**src/sv/qdc_pkg.sv**
```systemverilog
`timescale 1ns / 1ps

package qdc_pkg;

   localparam int COUNT_WIDTH_DEFAULT = 32;
   localparam int TOTAL_WIDTH         = 32;
   localparam int PERIOD_WIDTH        = 32;
   localparam int SAMPLE_WIDTH        = 32;
   localparam logic [PERIOD_WIDTH-1:0] REPORT_PERIOD_RESET = 32'd500000;

   typedef enum logic [1:0] {
      STEP_NONE  = 2'd0,
      STEP_LEFT  = 2'd1,
      STEP_RIGHT = 2'd2,
      STEP_SKIP  = 2'd3
   } step_type;

   typedef struct packed {
      logic clock_pin;
      logic data_pin;
   } req_type;

   typedef struct packed {
      logic [1:0]             step_event;
      logic                   report_valid;
      logic [TOTAL_WIDTH-1:0] left_total;
      logic [TOTAL_WIDTH-1:0] right_total;
      logic [TOTAL_WIDTH-1:0] skip_total;
   } rsp_type;

   // input stage as seen by the decode logic
   typedef struct packed {
      logic    valid;
      req_type item;
   } stage_type;

   // phase is clock_pin + 2*data_pin; forward gray order 0,1,3,2 counts left
   function automatic step_type step_lookup(input logic [1:0] old_phase,
                                            input logic [1:0] new_phase);
      step_type code;
      code = STEP_NONE;
      case ({old_phase, new_phase})
         4'b00_01: code = STEP_LEFT;
         4'b00_10: code = STEP_RIGHT;
         4'b00_11: code = STEP_SKIP;
         4'b01_00: code = STEP_RIGHT;
         4'b01_10: code = STEP_SKIP;
         4'b01_11: code = STEP_LEFT;
         4'b10_00: code = STEP_LEFT;
         4'b10_01: code = STEP_SKIP;
         4'b10_11: code = STEP_RIGHT;
         4'b11_00: code = STEP_SKIP;
         4'b11_01: code = STEP_RIGHT;
         4'b11_10: code = STEP_LEFT;
         default:  code = STEP_NONE;
      endcase
      return code;
   endfunction

endpackage

```
**src/sv/qdc_in_reg.sv**
```systemverilog
`timescale 1ns / 1ps

module qdc_in_reg
   import qdc_pkg::*;
(
   input  logic      clock,
   input  logic      reset,
   input  logic      req_valid,
   output logic      req_ready,
   input  req_type   req_data,
   input  logic      advance,
   output stage_type stage
);

   logic    valid_ff;
   logic    valid_in;
   req_type item_ff;
   logic    load;

   assign req_ready = !valid_ff || advance;
   assign load      = req_valid && req_ready;

   always_comb begin
      valid_in = valid_ff;
      if (load) begin
         valid_in = 1'b1;
      end else if (advance) begin
         valid_in = 1'b0;
      end
   end

   always_ff @(posedge clock) begin
      if (reset) begin
         valid_ff <= 1'b0;
      end else begin
         valid_ff <= valid_in;
      end
   end

   always_ff @(posedge clock) begin
      if (load) begin
         item_ff <= req_data;
      end
   end

   assign stage.valid = valid_ff;
   assign stage.item  = item_ff;

endmodule

```
**src/sv/qdc_core.sv**
```systemverilog
`timescale 1ns / 1ps

module qdc_core
   import qdc_pkg::*;
#(
   parameter int COUNT_WIDTH = COUNT_WIDTH_DEFAULT
) (
   input  logic                    clock,
   input  logic                    reset,
   input  logic                    csr_write_enable,
   input  logic [PERIOD_WIDTH-1:0] csr_write_data,
   input  stage_type               stage,
   input  logic                    advance,
   output rsp_type                 result
);

   logic [PERIOD_WIDTH-1:0] period_ff;
   logic [SAMPLE_WIDTH-1:0] sample_ff;
   logic [SAMPLE_WIDTH-1:0] sample_in;
   logic [1:0]              phase_ff;
   logic [1:0]              phase_in;
   logic [COUNT_WIDTH-1:0]  left_ff;
   logic [COUNT_WIDTH-1:0]  left_in;
   logic [COUNT_WIDTH-1:0]  right_ff;
   logic [COUNT_WIDTH-1:0]  right_in;
   logic [COUNT_WIDTH-1:0]  skip_ff;
   logic [COUNT_WIDTH-1:0]  skip_in;
   logic                    report;
   step_type                step_code;

   always_comb begin
      report    = sample_ff > period_ff;
      phase_in  = {stage.item.data_pin, stage.item.clock_pin};
      step_code = step_lookup(phase_ff, phase_in);
      left_in   = left_ff;
      right_in  = right_ff;
      skip_in   = skip_ff;
      result    = '0;
      result.step_event = step_code;
      if (report) begin
         result.report_valid = 1'b1;
         result.left_total   = TOTAL_WIDTH'(left_ff);
         result.right_total  = TOTAL_WIDTH'(right_ff);
         result.skip_total   = TOTAL_WIDTH'(skip_ff);
         left_in   = '0;
         right_in  = '0;
         sample_in = '0;
      end else begin
         sample_in = sample_ff + 1'b1;
      end
      // counts hold at all ones
      case (step_code)
         STEP_LEFT: begin
            if (!(&left_in)) left_in = left_in + 1'b1;
         end
         STEP_RIGHT: begin
            if (!(&right_in)) right_in = right_in + 1'b1;
         end
         STEP_SKIP: begin
            if (!(&skip_in)) skip_in = skip_in + 1'b1;
         end
         default: begin
         end
      endcase
   end

   always_ff @(posedge clock) begin
      if (reset) begin
         period_ff <= REPORT_PERIOD_RESET;
      end else if (csr_write_enable) begin
         period_ff <= csr_write_data;
      end
   end

   always_ff @(posedge clock) begin
      if (reset) begin
         sample_ff <= '0;
         phase_ff  <= '0;
         left_ff   <= '0;
         right_ff  <= '0;
         skip_ff   <= '0;
      end else if (advance) begin
         sample_ff <= sample_in;
         phase_ff  <= phase_in;
         left_ff   <= left_in;
         right_ff  <= right_in;
         skip_ff   <= skip_in;
      end
   end

endmodule

```
**src/sv/qdc_rsp_reg.sv**
```systemverilog
`timescale 1ns / 1ps

module qdc_rsp_reg
   import qdc_pkg::*;
(
   input  logic    clock,
   input  logic    reset,
   input  logic    load,
   input  rsp_type result,
   output logic    free,
   output logic    rsp_valid,
   input  logic    rsp_ready,
   output rsp_type rsp_data
);

   logic    valid_ff;
   logic    valid_in;
   rsp_type data_ff;

   // slot frees up in the same cycle as its transfer
   assign free = !valid_ff || rsp_ready;

   always_comb begin
      valid_in = valid_ff;
      if (load) begin
         valid_in = 1'b1;
      end else if (rsp_ready) begin
         valid_in = 1'b0;
      end
   end

   always_ff @(posedge clock) begin
      if (reset) begin
         valid_ff <= 1'b0;
      end else begin
         valid_ff <= valid_in;
      end
   end

   always_ff @(posedge clock) begin
      if (load) begin
         data_ff <= result;
      end
   end

   assign rsp_valid = valid_ff;
   assign rsp_data  = data_ff;

endmodule

```
**src/sv/quadrature_direction_counter.sv**
```systemverilog
`timescale 1ns / 1ps

// channel   ports                                  moves
// -------   -------------------------------------  ------------------------------
// req       req_valid, req_ready, req_data         one pin sample per transfer
// rsp       rsp_valid, rsp_ready, rsp_data         one step result per sample
// csr       csr_write_enable, csr_write_data       report period, single cycle
//
// one sample per cycle sustained while rsp_ready is high; a sample's result goes
// through the input register, then decode and counter update into the result register.
// reset clears counters, phase and both pipeline stages; period returns to 500000.
// a stalled rsp holds the result register; req_ready drops only when both stages
// are full and rsp_ready is low.

module quadrature_direction_counter
   import qdc_pkg::*;
#(
   parameter int COUNT_WIDTH = COUNT_WIDTH_DEFAULT
) (
   input  logic                    clock,
   input  logic                    reset,
   input  logic                    req_valid,
   output logic                    req_ready,
   input  req_type                 req_data,
   output logic                    rsp_valid,
   input  logic                    rsp_ready,
   output rsp_type                 rsp_data,
   input  logic                    csr_write_enable,
   input  logic [PERIOD_WIDTH-1:0] csr_write_data
);

   stage_type stage;
   rsp_type   result;
   logic      out_free;
   logic      advance;

   assign advance = stage.valid && out_free;

   qdc_in_reg u_in_reg (
      .clock     (clock),
      .reset     (reset),
      .req_valid (req_valid),
      .req_ready (req_ready),
      .req_data  (req_data),
      .advance   (advance),
      .stage     (stage)
   );

   qdc_core #(
      .COUNT_WIDTH (COUNT_WIDTH)
   ) u_core (
      .clock            (clock),
      .reset            (reset),
      .csr_write_enable (csr_write_enable),
      .csr_write_data   (csr_write_data),
      .stage            (stage),
      .advance          (advance),
      .result           (result)
   );

   qdc_rsp_reg u_rsp_reg (
      .clock     (clock),
      .reset     (reset),
      .load      (advance),
      .result    (result),
      .free      (out_free),
      .rsp_valid (rsp_valid),
      .rsp_ready (rsp_ready),
      .rsp_data  (rsp_data)
   );

endmodule

```
**config.mk**
```make
export PLATFORM = sky130hd
export DESIGN_NAME = quadrature_direction_counter
export DESIGN_NICKNAME = d
export VERILOG_FILES = /design/src/sv/qdc_pkg.sv /design/src/sv/qdc_in_reg.sv /design/src/sv/qdc_core.sv /design/src/sv/qdc_rsp_reg.sv /design/src/sv/quadrature_direction_counter.sv
export SDC_FILE = /design/constraint.sdc
export NUM_CORES = 1
export LEC_CHECK = 0
export ABC_CLOCK_PERIOD_IN_PS = 14300
export BUFFER_PORTS_ARGS = -buffer_cell sky130_fd_sc_hd__buf_2
export CORE_ASPECT_RATIO = 1.25
export CORE_MARGIN = 4
export CORE_UTILIZATION = 43
export CTS_BUF_LIST = sky130_fd_sc_hd__clkbuf_8
export CTS_CLUSTER_DIAMETER = 150
export DETAILED_ROUTE_END_ITERATION = 10
export PLACE_DENSITY_LB_ADDON = 0.2
export SKIP_LAST_GASP = 1
export SYNTH_ARGS = -nofsm -noshare
export SYNTH_HDL_FRONTEND = slang
export SYNTH_SLANG_ARGS = --single-unit
```
**constraint.sdc**
```tcl
create_clock -name clock -period 14.3 [get_ports clock]
set_input_delay 2.86 -clock clock [delete_from_list [all_inputs] [get_ports clock]]
set_output_delay 2.86 -clock clock [all_outputs]
set_load 0.05 [all_outputs]
```
# Word-level counts from Yosys, hierarchy flattened
# Memories as Yosys holds them, arrays and structs flattened.
# Index checks and enable logic that the tools add are counted.
# word_totals
register_bits	265
mem_bits_ro	32
input_bits	39
out_inout_bits	101
elab_cells	49
memories	1
# op_classes
n_addsub	4
magnitude_cmp	1
eq_ne	3
mux	12
n_bitwise	1
reduce_logical	12
# mem_list
memory	words	word_bits	read_ports	rd_ports_with_merged_regs	write_ports	line_no	rtl
(no name shown)	16	2	1	0	0	qdc_pkg.sv:42	case ({old_phase, new_phase})
# op_table
cell	count
32-bit 2-to-1 mux	7
32-bit by 1-bit adder with 32-bit output (second input constant)	4
97-bit 2-to-1 mux	1
32-bit AND reduction	3
32-bit greater-than comparator	1
2-bit == test (second input constant)	2
1-bit 2-to-1 mux	4
2-bit nonzero test	2
3-bit AND reduction	1
2-bit by 1-bit == test with 1-bit output (second input constant)	1
1-bit logical AND	2
1-bit zero test	2
1-bit logical OR	2
1-bit inverter	1

# Depth between registers and ports, before layout
# Gate-level depths: netlist of run 1.
# depth
word_depth	6
depth_mapped	20
depth_no_buf	17

# Cells and area by module
# Synthesis of run 1 repeated with hierarchy kept, for this count alone.
# unflattened
hier_cells	1251
hier_area_um2	12329.3
# by_module_without_submodules
mod	instances	cells_per_inst	area_each_um2
qdc_core	1	1139	9181.3
qdc_rsp_reg	1	103	3019.1
qdc_in_reg	1	8	122.6
quadrature_direction_counter	1	1	6.3

# Least setup slack after synthesis of run 1
# Ideal clock, no wire load.
# synth_path
kind	in2reg
start	input port rsp_ready
end	register u_core.left_ff[11]
setup_time_ns	0.099
t_arrival_ns	6.961
path_slack_ns	7.240
path_stages	6
path_cell_list	nand2b_1 > nand2_1 > clkinv_1 > clkbuf_1 > nand2_1 > o32ai_1
# synth_via
elab_chain_len	2
# synth_lines
element	line_no	rtl
start, declared	quadrature_direction_counter.sv:26	input logic rsp_ready,
1-bit logical OR	qdc_rsp_reg.sv:21	assign free = !valid_ff || rsp_ready;
1-bit logical AND	quadrature_direction_counter.sv:37	assign advance = stage.valid && out_free;
named net advance	quadrature_direction_counter.sv:35	logic advance;
end signal, assigned	qdc_core.sv:85	left_ff <= left_in;
end, declared	qdc_core.sv:22	logic [COUNT_WIDTH-1:0] left_ff;
# The timed path passes the listed nets, and every way through them passes these cells.
# A chain may end at the register's enable or synchronous reset.

# Worst setup path in the final report of run 1
# layout_path
start	input port rsp_ready
end	output port req_ready
# layout_via
elab_chain_len	3
# layout_lines
element	line_no	rtl
1-bit logical OR	qdc_rsp_reg.sv:21	
1-bit logical AND	quadrature_direction_counter.sv:37	
1-bit logical OR	qdc_in_reg.sv:20	assign req_ready = !valid_ff || advance;
end, declared	quadrature_direction_counter.sv:23	output logic req_ready,
# Every way passes these cells.

==> results.sh, run 1 <==
export IMPL_die_y_um=199.1
export IMPL_netlist_cell_type_count=68
export IMPL_antenna_found_initial=0
export IMPL_hpwl_mm=19.97
export IMPL_grt_pass1_vias=9816
export IMPL_ir_drop_mv=0.06748
export IMPL_yosysTopAreaCellShare_pct=26.14
export IMPL_drcViolationCount=0
export IMPL_cts_sinks=265
export IMPL_slowest_stage="nor2b_1"
export IMPL_critPathCaptureType="primary output"
export IMPL_dr_first_iter_drc_count=658
export IMPL_worst_path_max_fanout=3
export IMPL_place_ws_ns=7.523
export IMPL_path_buf_inv=2
export IMPL_max_slew_worst_pin_slew_ns=1.209
export IMPL_wl_mm=30.03
export IMPL_syn_avg_cell_area_um2=9.579
export IMPL_drive_above_1_share_pct=15.63
export IMPL_final_cells=1862
export IMPL_drv_slew=0
export IMPL_overflow=0
export IMPL_cp_required_ns=11.44
export IMPL_num_vias=10100
export IMPL_outcome="completed"
export IMPL_h_tree_depth=2
export IMPL_use_met2_pct=31.99
export IMPL_area_growth_syn_to_layout_pct=14.75
export IMPL_core_um2=28580
export IMPL_clock_skew_ns=0.02489
export IMPL_ctsResizeCount=0
export IMPL_cp_top_family="simple AND/OR/NAND/NOR gates"
export IMPL_drt_first_pass_iters=7
export IMPL_grt_use_met1_pct=22.59
export IMPL_final_hold_viol_count=0
export IMPL_ys_ff_latch=265
export IMPL_grt_use_total_pct=18.37
export IMPL_synthCells=1311
export IMPL_cpPeakStageDelay_ns=0.30
export IMPL_clockBufferDepth=3
export IMPL_yosysTopAreaCell="dfxtp_1"
export IMPL_grt_busiest_layer="met2"
export IMPL_worstSetupPathType="input pin to primary output"
export IMPL_dominantRegCellSynth="dfxtp_1"
export IMPL_fmax_mhz=152.6
export IMPL_holdBufCountCts=0
export IMPL_p_leak_nw=5.238
export IMPL_grt_max_degree=129
export IMPL_final_area_um2=14410
export IMPL_min_period_ns=6.551
export IMPL_portBuffers=139
export IMPL_ant_nets=0
export IMPL_crit_arrival_ns=3.69
export IMPL_yosysSeqAreaShare_pct=50.29
export IMPL_die_area_um2=32020
export IMPL_post_route_period_util_pct=45.81
export IMPL_dp_cells=1780
export IMPL_finalSetupViolations=0
export IMPL_synth_nets=1386
export IMPL_post_dp_cell_area_um2=13530
export IMPL_async_flop_share_pct=0
export IMPL_setup_slack_ns=7.749
export IMPL_total_power_mw=1.598
export IMPL_path_clk_slew_ns=0.06
export IMPL_cpMostUsedCell="buf_2"
export IMPL_fin_nets=1511
export IMPL_maxCapViolations=0
export IMPL_grt_first_pass_wirelength_mm=48.91
export IMPL_path_cells="buf_2 > nor2b_1 > nand2_1 > buf_2"
export IMPL_crit_path_start_kind="input pin"
export IMPL_synth_area_um2=12560
export IMPL_cts_buffers=44
export IMPL_synthTopCellsByArea="dfxtp_1 (26%), edfxtp_1 (24%), and2_1 (4.7%)"
export IMPL_cts_tree="done"
export IMPL_clockRootBuffer="clkbuf_8"
export IMPL_hold_class="register to register"
export IMPL_yosys_warnings=0
export IMPL_routabilityCongestion=0.8325
export IMPL_pin_count=140
export IMPL_rows=69
export IMPL_p_per_area_nw_per_um2=110.9
export IMPL_synth_edf_count=101
export IMPL_avgRoutedWirePerCell_um=16.13
export IMPL_use_met3_pct=3.693
export IMPL_die_w_um=160.9
export IMPL_antenna_cells=0
export IMPL_clk_latency_ns=0.58
export IMPL_vias_per_cell=5.426
export IMPL_cts_setup_buffers=0
export IMPL_relSlewSlack_pct=18.88
export IMPL_initial_core_util_pct=43.95
export IMPL_tns_ns=0
export IMPL_grt_setup_unrepaired="no"
cells in the final DEF (no fill, tap or decap), drive strengths merged, types with 53 or more instances in the layout:
cell type / instances
inv: 74
buf: 146
and2: 94
dfxtp: 164
edfxtp: 101
a21oi: 68
nand3: 62
nor2: 140
clkbuf: 53
nand2: 105
cell families after synthesis:
| group | synth area share (%) |
|---|---|
| and+or+nand+nor | 25.75 |
| DFF | 50.29 |
| AOI/OAI and AO/OA | 10.08 |
| buffers and inverters | 3.935 |
| xor gates and xnor gates | 4.045 |
| adders and majority gates | 3.587 |
| muxes | 2.301 |
layout make-up:
class                      count  area (um2)
inverter                      57       216.5
tap                          390       488.0
timing repair buffer         146       750.7
clock inverter                29       153.9
multi-input combinational    922        5756
clock buffer                  53       729.5
sequential                   265        6316
fill                        2671       14170
registers in the layout, summed over array words and instances, names as in the netlist:
| signal | cells |
|---|---|
| u_core.skip_ff | 32 |
| u_in_reg.valid_ff | 1 |
| u_core.phase_ff | 2 |
| u_core.right_ff | 32 |
| u_rsp_reg.rsp_data | 99 |
| u_rsp_reg.rsp_valid | 1 |
| u_core.left_ff | 32 |
| u_in_reg.stage | 2 |
| u_core.sample_ff | 32 |
| u_core.period_ff | 32 |
path summary, 6_finish.rpt:
path | slack, ns | endpoint | startpoint | depth (start not counted)
setup / recovery | 7.75 | req_ready | rsp_ready | 4
hold / removal | 0.47 | u_core.right_ff[18] | u_core.right_ff[18] | 2
setup reg to reg | 9.18 | u_core.right_ff[14] | u_core.sample_ff[13] | 16
hold reg to reg | 0.47 | u_core.right_ff[18] | u_core.right_ff[18] | 2
per-stage QoR:
stage	util [%]	hold slack (ns)
2_1_floorplan	-	0.4372
3_3_place_gp	47.34	0.4544
3_5_place_dp	47.34	0.4653
4_1_cts	50.43	0.4737
5_1_grt	50.43	0.5071
6_report	50.43	0.4749
synth_stat cells (27+ instances only):
master / instances
inv_1: 54
and2_1: 94
clkbuf_1: 48
nand2_1: 105
ha_1: 36
nor3_1: 34
o21ai_0: 27
nand4_1: 46
edfxtp_1: 101
a21oi_1: 67
xnor2_1: 40
nand3_1: 61
nor2_1: 137
dfxtp_1: 164
layer usage:
metal	vias up	part of all wire, %	routed length [um]
li1	4990	-	-
met5	-	0	0
met2	277	49	14620
met4	0	3.0	897
met1	4777	43	12930
met3	59	5.3	1586
power by group:
part / leakage [nW] / internal [mW] / switching [mW] / total, mW
registers: 2.23 / 0.803 / 0.00903 / 0.812
clock network: 0.514 / 0.355 / 0.309 / 0.664
logic: 2.49 / 0.0284 / 0.0928 / 0.121
total: 5.24 / 1.19 / 0.411 / 1.60
worst min-delay path, stage by stage (launching register included):
cell and delay [ns]:
dfxtp_1 0.32, nand2_1 0.06, a21oi_1 0.05
Note: power is estimated with default switching activity, not from simulation.
==> run 2: changes to the inputs <==
--- a/config.mk
+++ b/config.mk
@@ -5,7 +5,8 @@
 export SDC_FILE = /design/constraint.sdc
 export NUM_CORES = 1
 export LEC_CHECK = 0
-export ABC_CLOCK_PERIOD_IN_PS = 14300
+export ABC_AREA = 1
+export ABC_CLOCK_PERIOD_IN_PS = 5700
 export BUFFER_PORTS_ARGS = -buffer_cell sky130_fd_sc_hd__buf_2
 export CORE_ASPECT_RATIO = 1.25
 export CORE_MARGIN = 4
==> constraint.sdc (replaced) <==
create_clock -name clock -period 5.7 [get_ports clock]
set_input_delay 1.14 -clock clock [delete_from_list [all_inputs] [get_ports clock]]
set_output_delay 1.14 -clock clock [all_outputs]
set_load 0.05 [all_outputs]
==> run 2 against run 1 <==
  * Core utilization fell by 0.81 points
  * Flip-flop and latch count did not move
  * First-iteration DRC count fell by 1.5%
  * Cell count rose by 25%
  * Final area rose by 6.7%
  * Setup slack got worse by 6.5 ns
  * Non-clock buffer count did not move
  * Sequential share of layout area fell by 2.7 points
  * Critical path type is now register to register
  * Largest cell class unchanged
  * Highest routed layer unchanged
==> results.sh, run 2 <==
export IMPL_cts_tree="done"
export IMPL_final_cell_mix="nand2_1 (302), nor2_1 (278), inv_1 (265), dfxtp_1 (164), buf_2 (139)"
export IMPL_post_route_period_util_pct=78.21
export IMPL_r2r_slack_ns=1.24
export IMPL_yosysTopAreaCellShare_pct=24.22
export IMPL_grt_first_pass_wirelength_mm=53.32
export IMPL_wl_mm=32.65
export IMPL_dominantRegCellSynth="dfxtp_1"
export IMPL_drcViolationCount=0
export IMPL_die_w_um=166.8
export IMPL_largest_reg_flops=99
export IMPL_finalSetupViolations=0
export IMPL_drive_above_1_share_pct=15.63
export IMPL_clockBufferDepth=3
export IMPL_cts_setup_buffers=0
export IMPL_final_util_pct=49.61
export IMPL_avgRoutedWirePerCell_um=14.07
export IMPL_die_y_um=206.5
export IMPL_clk_latency_ns=0.57
export IMPL_drv_slew=0
export IMPL_area_growth_syn_to_layout_pct=13.44
export IMPL_clock_skew_ns=0.02990
export IMPL_antenna_cells=0
export IMPL_worstSetupPathType="register to register"
export IMPL_synth_nets=1827
export IMPL_synthTopCellsByArea="dfxtp_1 (24%), edfxtp_1 (22%), nand2_1 (8.4%)"
export IMPL_yosysTopAreaCell="dfxtp_1"
export IMPL_cpMostUsedCell="nand2_1"
export IMPL_relSlewSlack_pct=36.11
export IMPL_fin_nets=1956
export IMPL_final_hold_viol_count=0
export IMPL_final_common_cell="nand2_1"
export IMPL_min_delay_start="u_core.period_ff[14]"
export IMPL_grt_setup_unrepaired="no"
export IMPL_pin_count=140
export IMPL_async_flop_share_pct=0
export IMPL_yosysSeqAreaShare_pct=46.60
export IMPL_cts_buffers=41
export IMPL_path_clk_slew_ns=0.06
export IMPL_ctsResizeCount=0
export IMPL_r2r_worst_path_cells=23
export IMPL_min_period_ns=4.458
export IMPL_cp_required_ns=6.12
export IMPL_routabilityCongestion=0.9243
export IMPL_grt_pass1_vias=11140
export IMPL_clockRootBuffer="clkbuf_8"
export IMPL_p_leak_nw=5.819
export IMPL_crit_path_start_kind="register"
export IMPL_netlist_cell_type_count=49
export IMPL_max_slew_worst_pin_slew_ns=0.9583
export IMPL_tns_ns=0
export IMPL_dp_cells=2245
export IMPL_portBuffers=139
export IMPL_num_vias=11610
export IMPL_hpwl_mm=23.26
export IMPL_worst_path_max_fanout=74
export IMPL_final_cells=2320
export IMPL_antenna_found_initial=0
export IMPL_ant_nets=0
export IMPL_p_per_area_nw_per_um2=261.9
export IMPL_slowest_stage="nand3_2"
export IMPL_grt_max_degree=83
export IMPL_ir_drop_mv=0.1714
export IMPL_crit_arrival_ns=4.88
export IMPL_maxCapViolations=0
export IMPL_hold_class="register to register"
export IMPL_dr_first_iter_drc_count=648
export IMPL_grt_use_total_pct=18.58
export IMPL_rows=72
export IMPL_synthCells=1752
export IMPL_cpPeakStageDelay_ns=0.56
export IMPL_initial_core_util_pct=43.73
export IMPL_rr_startpoint="u_core.sample_ff[7]"
export IMPL_r2r_end="u_core.right_ff[22]"
export IMPL_synth_most_common_cell="nand2_1"
export IMPL_min_path_cells=2
export IMPL_h_tree_depth=2
export IMPL_critPathCaptureType="register"
export IMPL_core_um2=30990
export IMPL_syn_avg_cell_area_um2=7.736
export IMPL_drt_first_pass_iters=5
export IMPL_synth_edf_count=101
export IMPL_path_cells="ha_1 > a21o_1 > nor2_1 > nand2_1 > nand2_1 > nand2_1 > nand2_1 > nand2_1 > nand2_8 > inv_2 > nor2_1 > ha_1 > inv_1 > nor3_1 > inv_1 > nor2_1 > nand2_1 > nor2_1 > nand3_2 > nand3_1 > nand2_1 > nand2_1 > nor2_1"
export IMPL_overflow=0
export IMPL_fmax_mhz=224.3
export IMPL_synth_common_cells="nand2_1 (302), nor2_1 (278), inv_1 (256)"
export IMPL_vias_per_cell=5.003
export IMPL_cts_sinks=265
export IMPL_outcome="completed"
export IMPL_holdBufCountCts=0
export IMPL_yosys_warnings=0
export IMPL_synth_area_um2=13550
export IMPL_die_area_um2=34440
export IMPL_ys_ff_latch=265
export IMPL_worstHoldEndpoint="u_core.period_ff[14]"
## run 2: cell count changes after synthesis, sizes merged, moves of 26 or more
| cell | before | now |
|---|---|---|
| mux2i | 27 | 0 |
| and2 | 94 | 1 |
| a21oi | 68 | 101 |
| and3 | 26 | 0 |
| nand2 | 105 | 312 |
| inv | 56 | 262 |
| nor2 | 140 | 306 |
| xnor2 | 40 | 11 |
| o21ai | 27 | 82 |
| nand3 | 62 | 135 |
## run 2: where the power goes
part	switching, mW	internal (mW)	total (mW)
sequential	0.0181	2.02	2.04
combinational	0.249	0.0675	0.317
clock	0.753	0.922	1.67
## run 2: metal layers
layer	global-route usage (%)	up-vias	wire length, um
met1	21.82	5259	13710
met3	2.927	89	1427
li1	-	5985	-
met2	33.56	274	16270
met5	0	-	0
met4	8.272	0	1247
## run 2: cell families after synthesis
kind of cell | count (synthesis) | synth area share, %
simple gates | 904 | 31.21
buf+inv | 326 | 9.730
flops | 265 | 46.60
compound gates | 202 | 7.903
fa+ha+maj | 36 | 3.323
xor+xnor | 19 | 1.228
## run 2: how the worst max path moves through the flow
| stage | startpoint | end | slack (ns) | cells past startpoint |
|---|---|---|---|---|
| CTS | u_core.sample_ff[7] | u_core.right_ff[3] | 1.20 | 20 |
| detailed placement | u_core.sample_ff[7] | u_core.right_ff[3] | 1.19 | 20 |
| global placement | u_core.sample_ff[7] | u_core.right_ff[23] | 1.36 | 20 |
| global route | u_core.sample_ff[7] | u_core.right_ff[22] | 0.72 | 21 |
| finish | u_core.sample_ff[7] | u_core.right_ff[22] | 1.24 | 23 |
| floorplan | rsp_ready | u_core.left_ff[12] | 2.12 | 9 |
## run 2: per-stage QoR
stage	hold slack, ns	instance area (um2)	setup WS, ns	total power [mW]
after floorplan	0.4331	13550	2.120	2.312
after global placement	0.4473	14510	1.360	2.393
after detailed placement	0.4569	14510	1.195	2.398
after CTS	0.4650	15370	1.201	4.091
after global routing	0.4828	15370	0.7203	4.194
final	0.4581	15370	1.242	4.027
## run 2: worst max-delay path: cells and delay by family, from the launching register on
family          cells  cell delay, ns
simple gates       17            2.78
buf+inv             3            0.36
fa+ha+maj           2            0.49
flops               1            0.46
compound gates      1            0.18
## run 2: cell type report
cell class / count / area (um2)
fill: 3114 / 15620
timing repair buffer: 146 / 748.2
sequential: 265 / 6316
clock buffer: 49 / 674.4
inverter: 266 / 1005
multi-input combinational: 1161 / 5927
tap: 407 / 509.2
clock inverter: 26 / 195.2
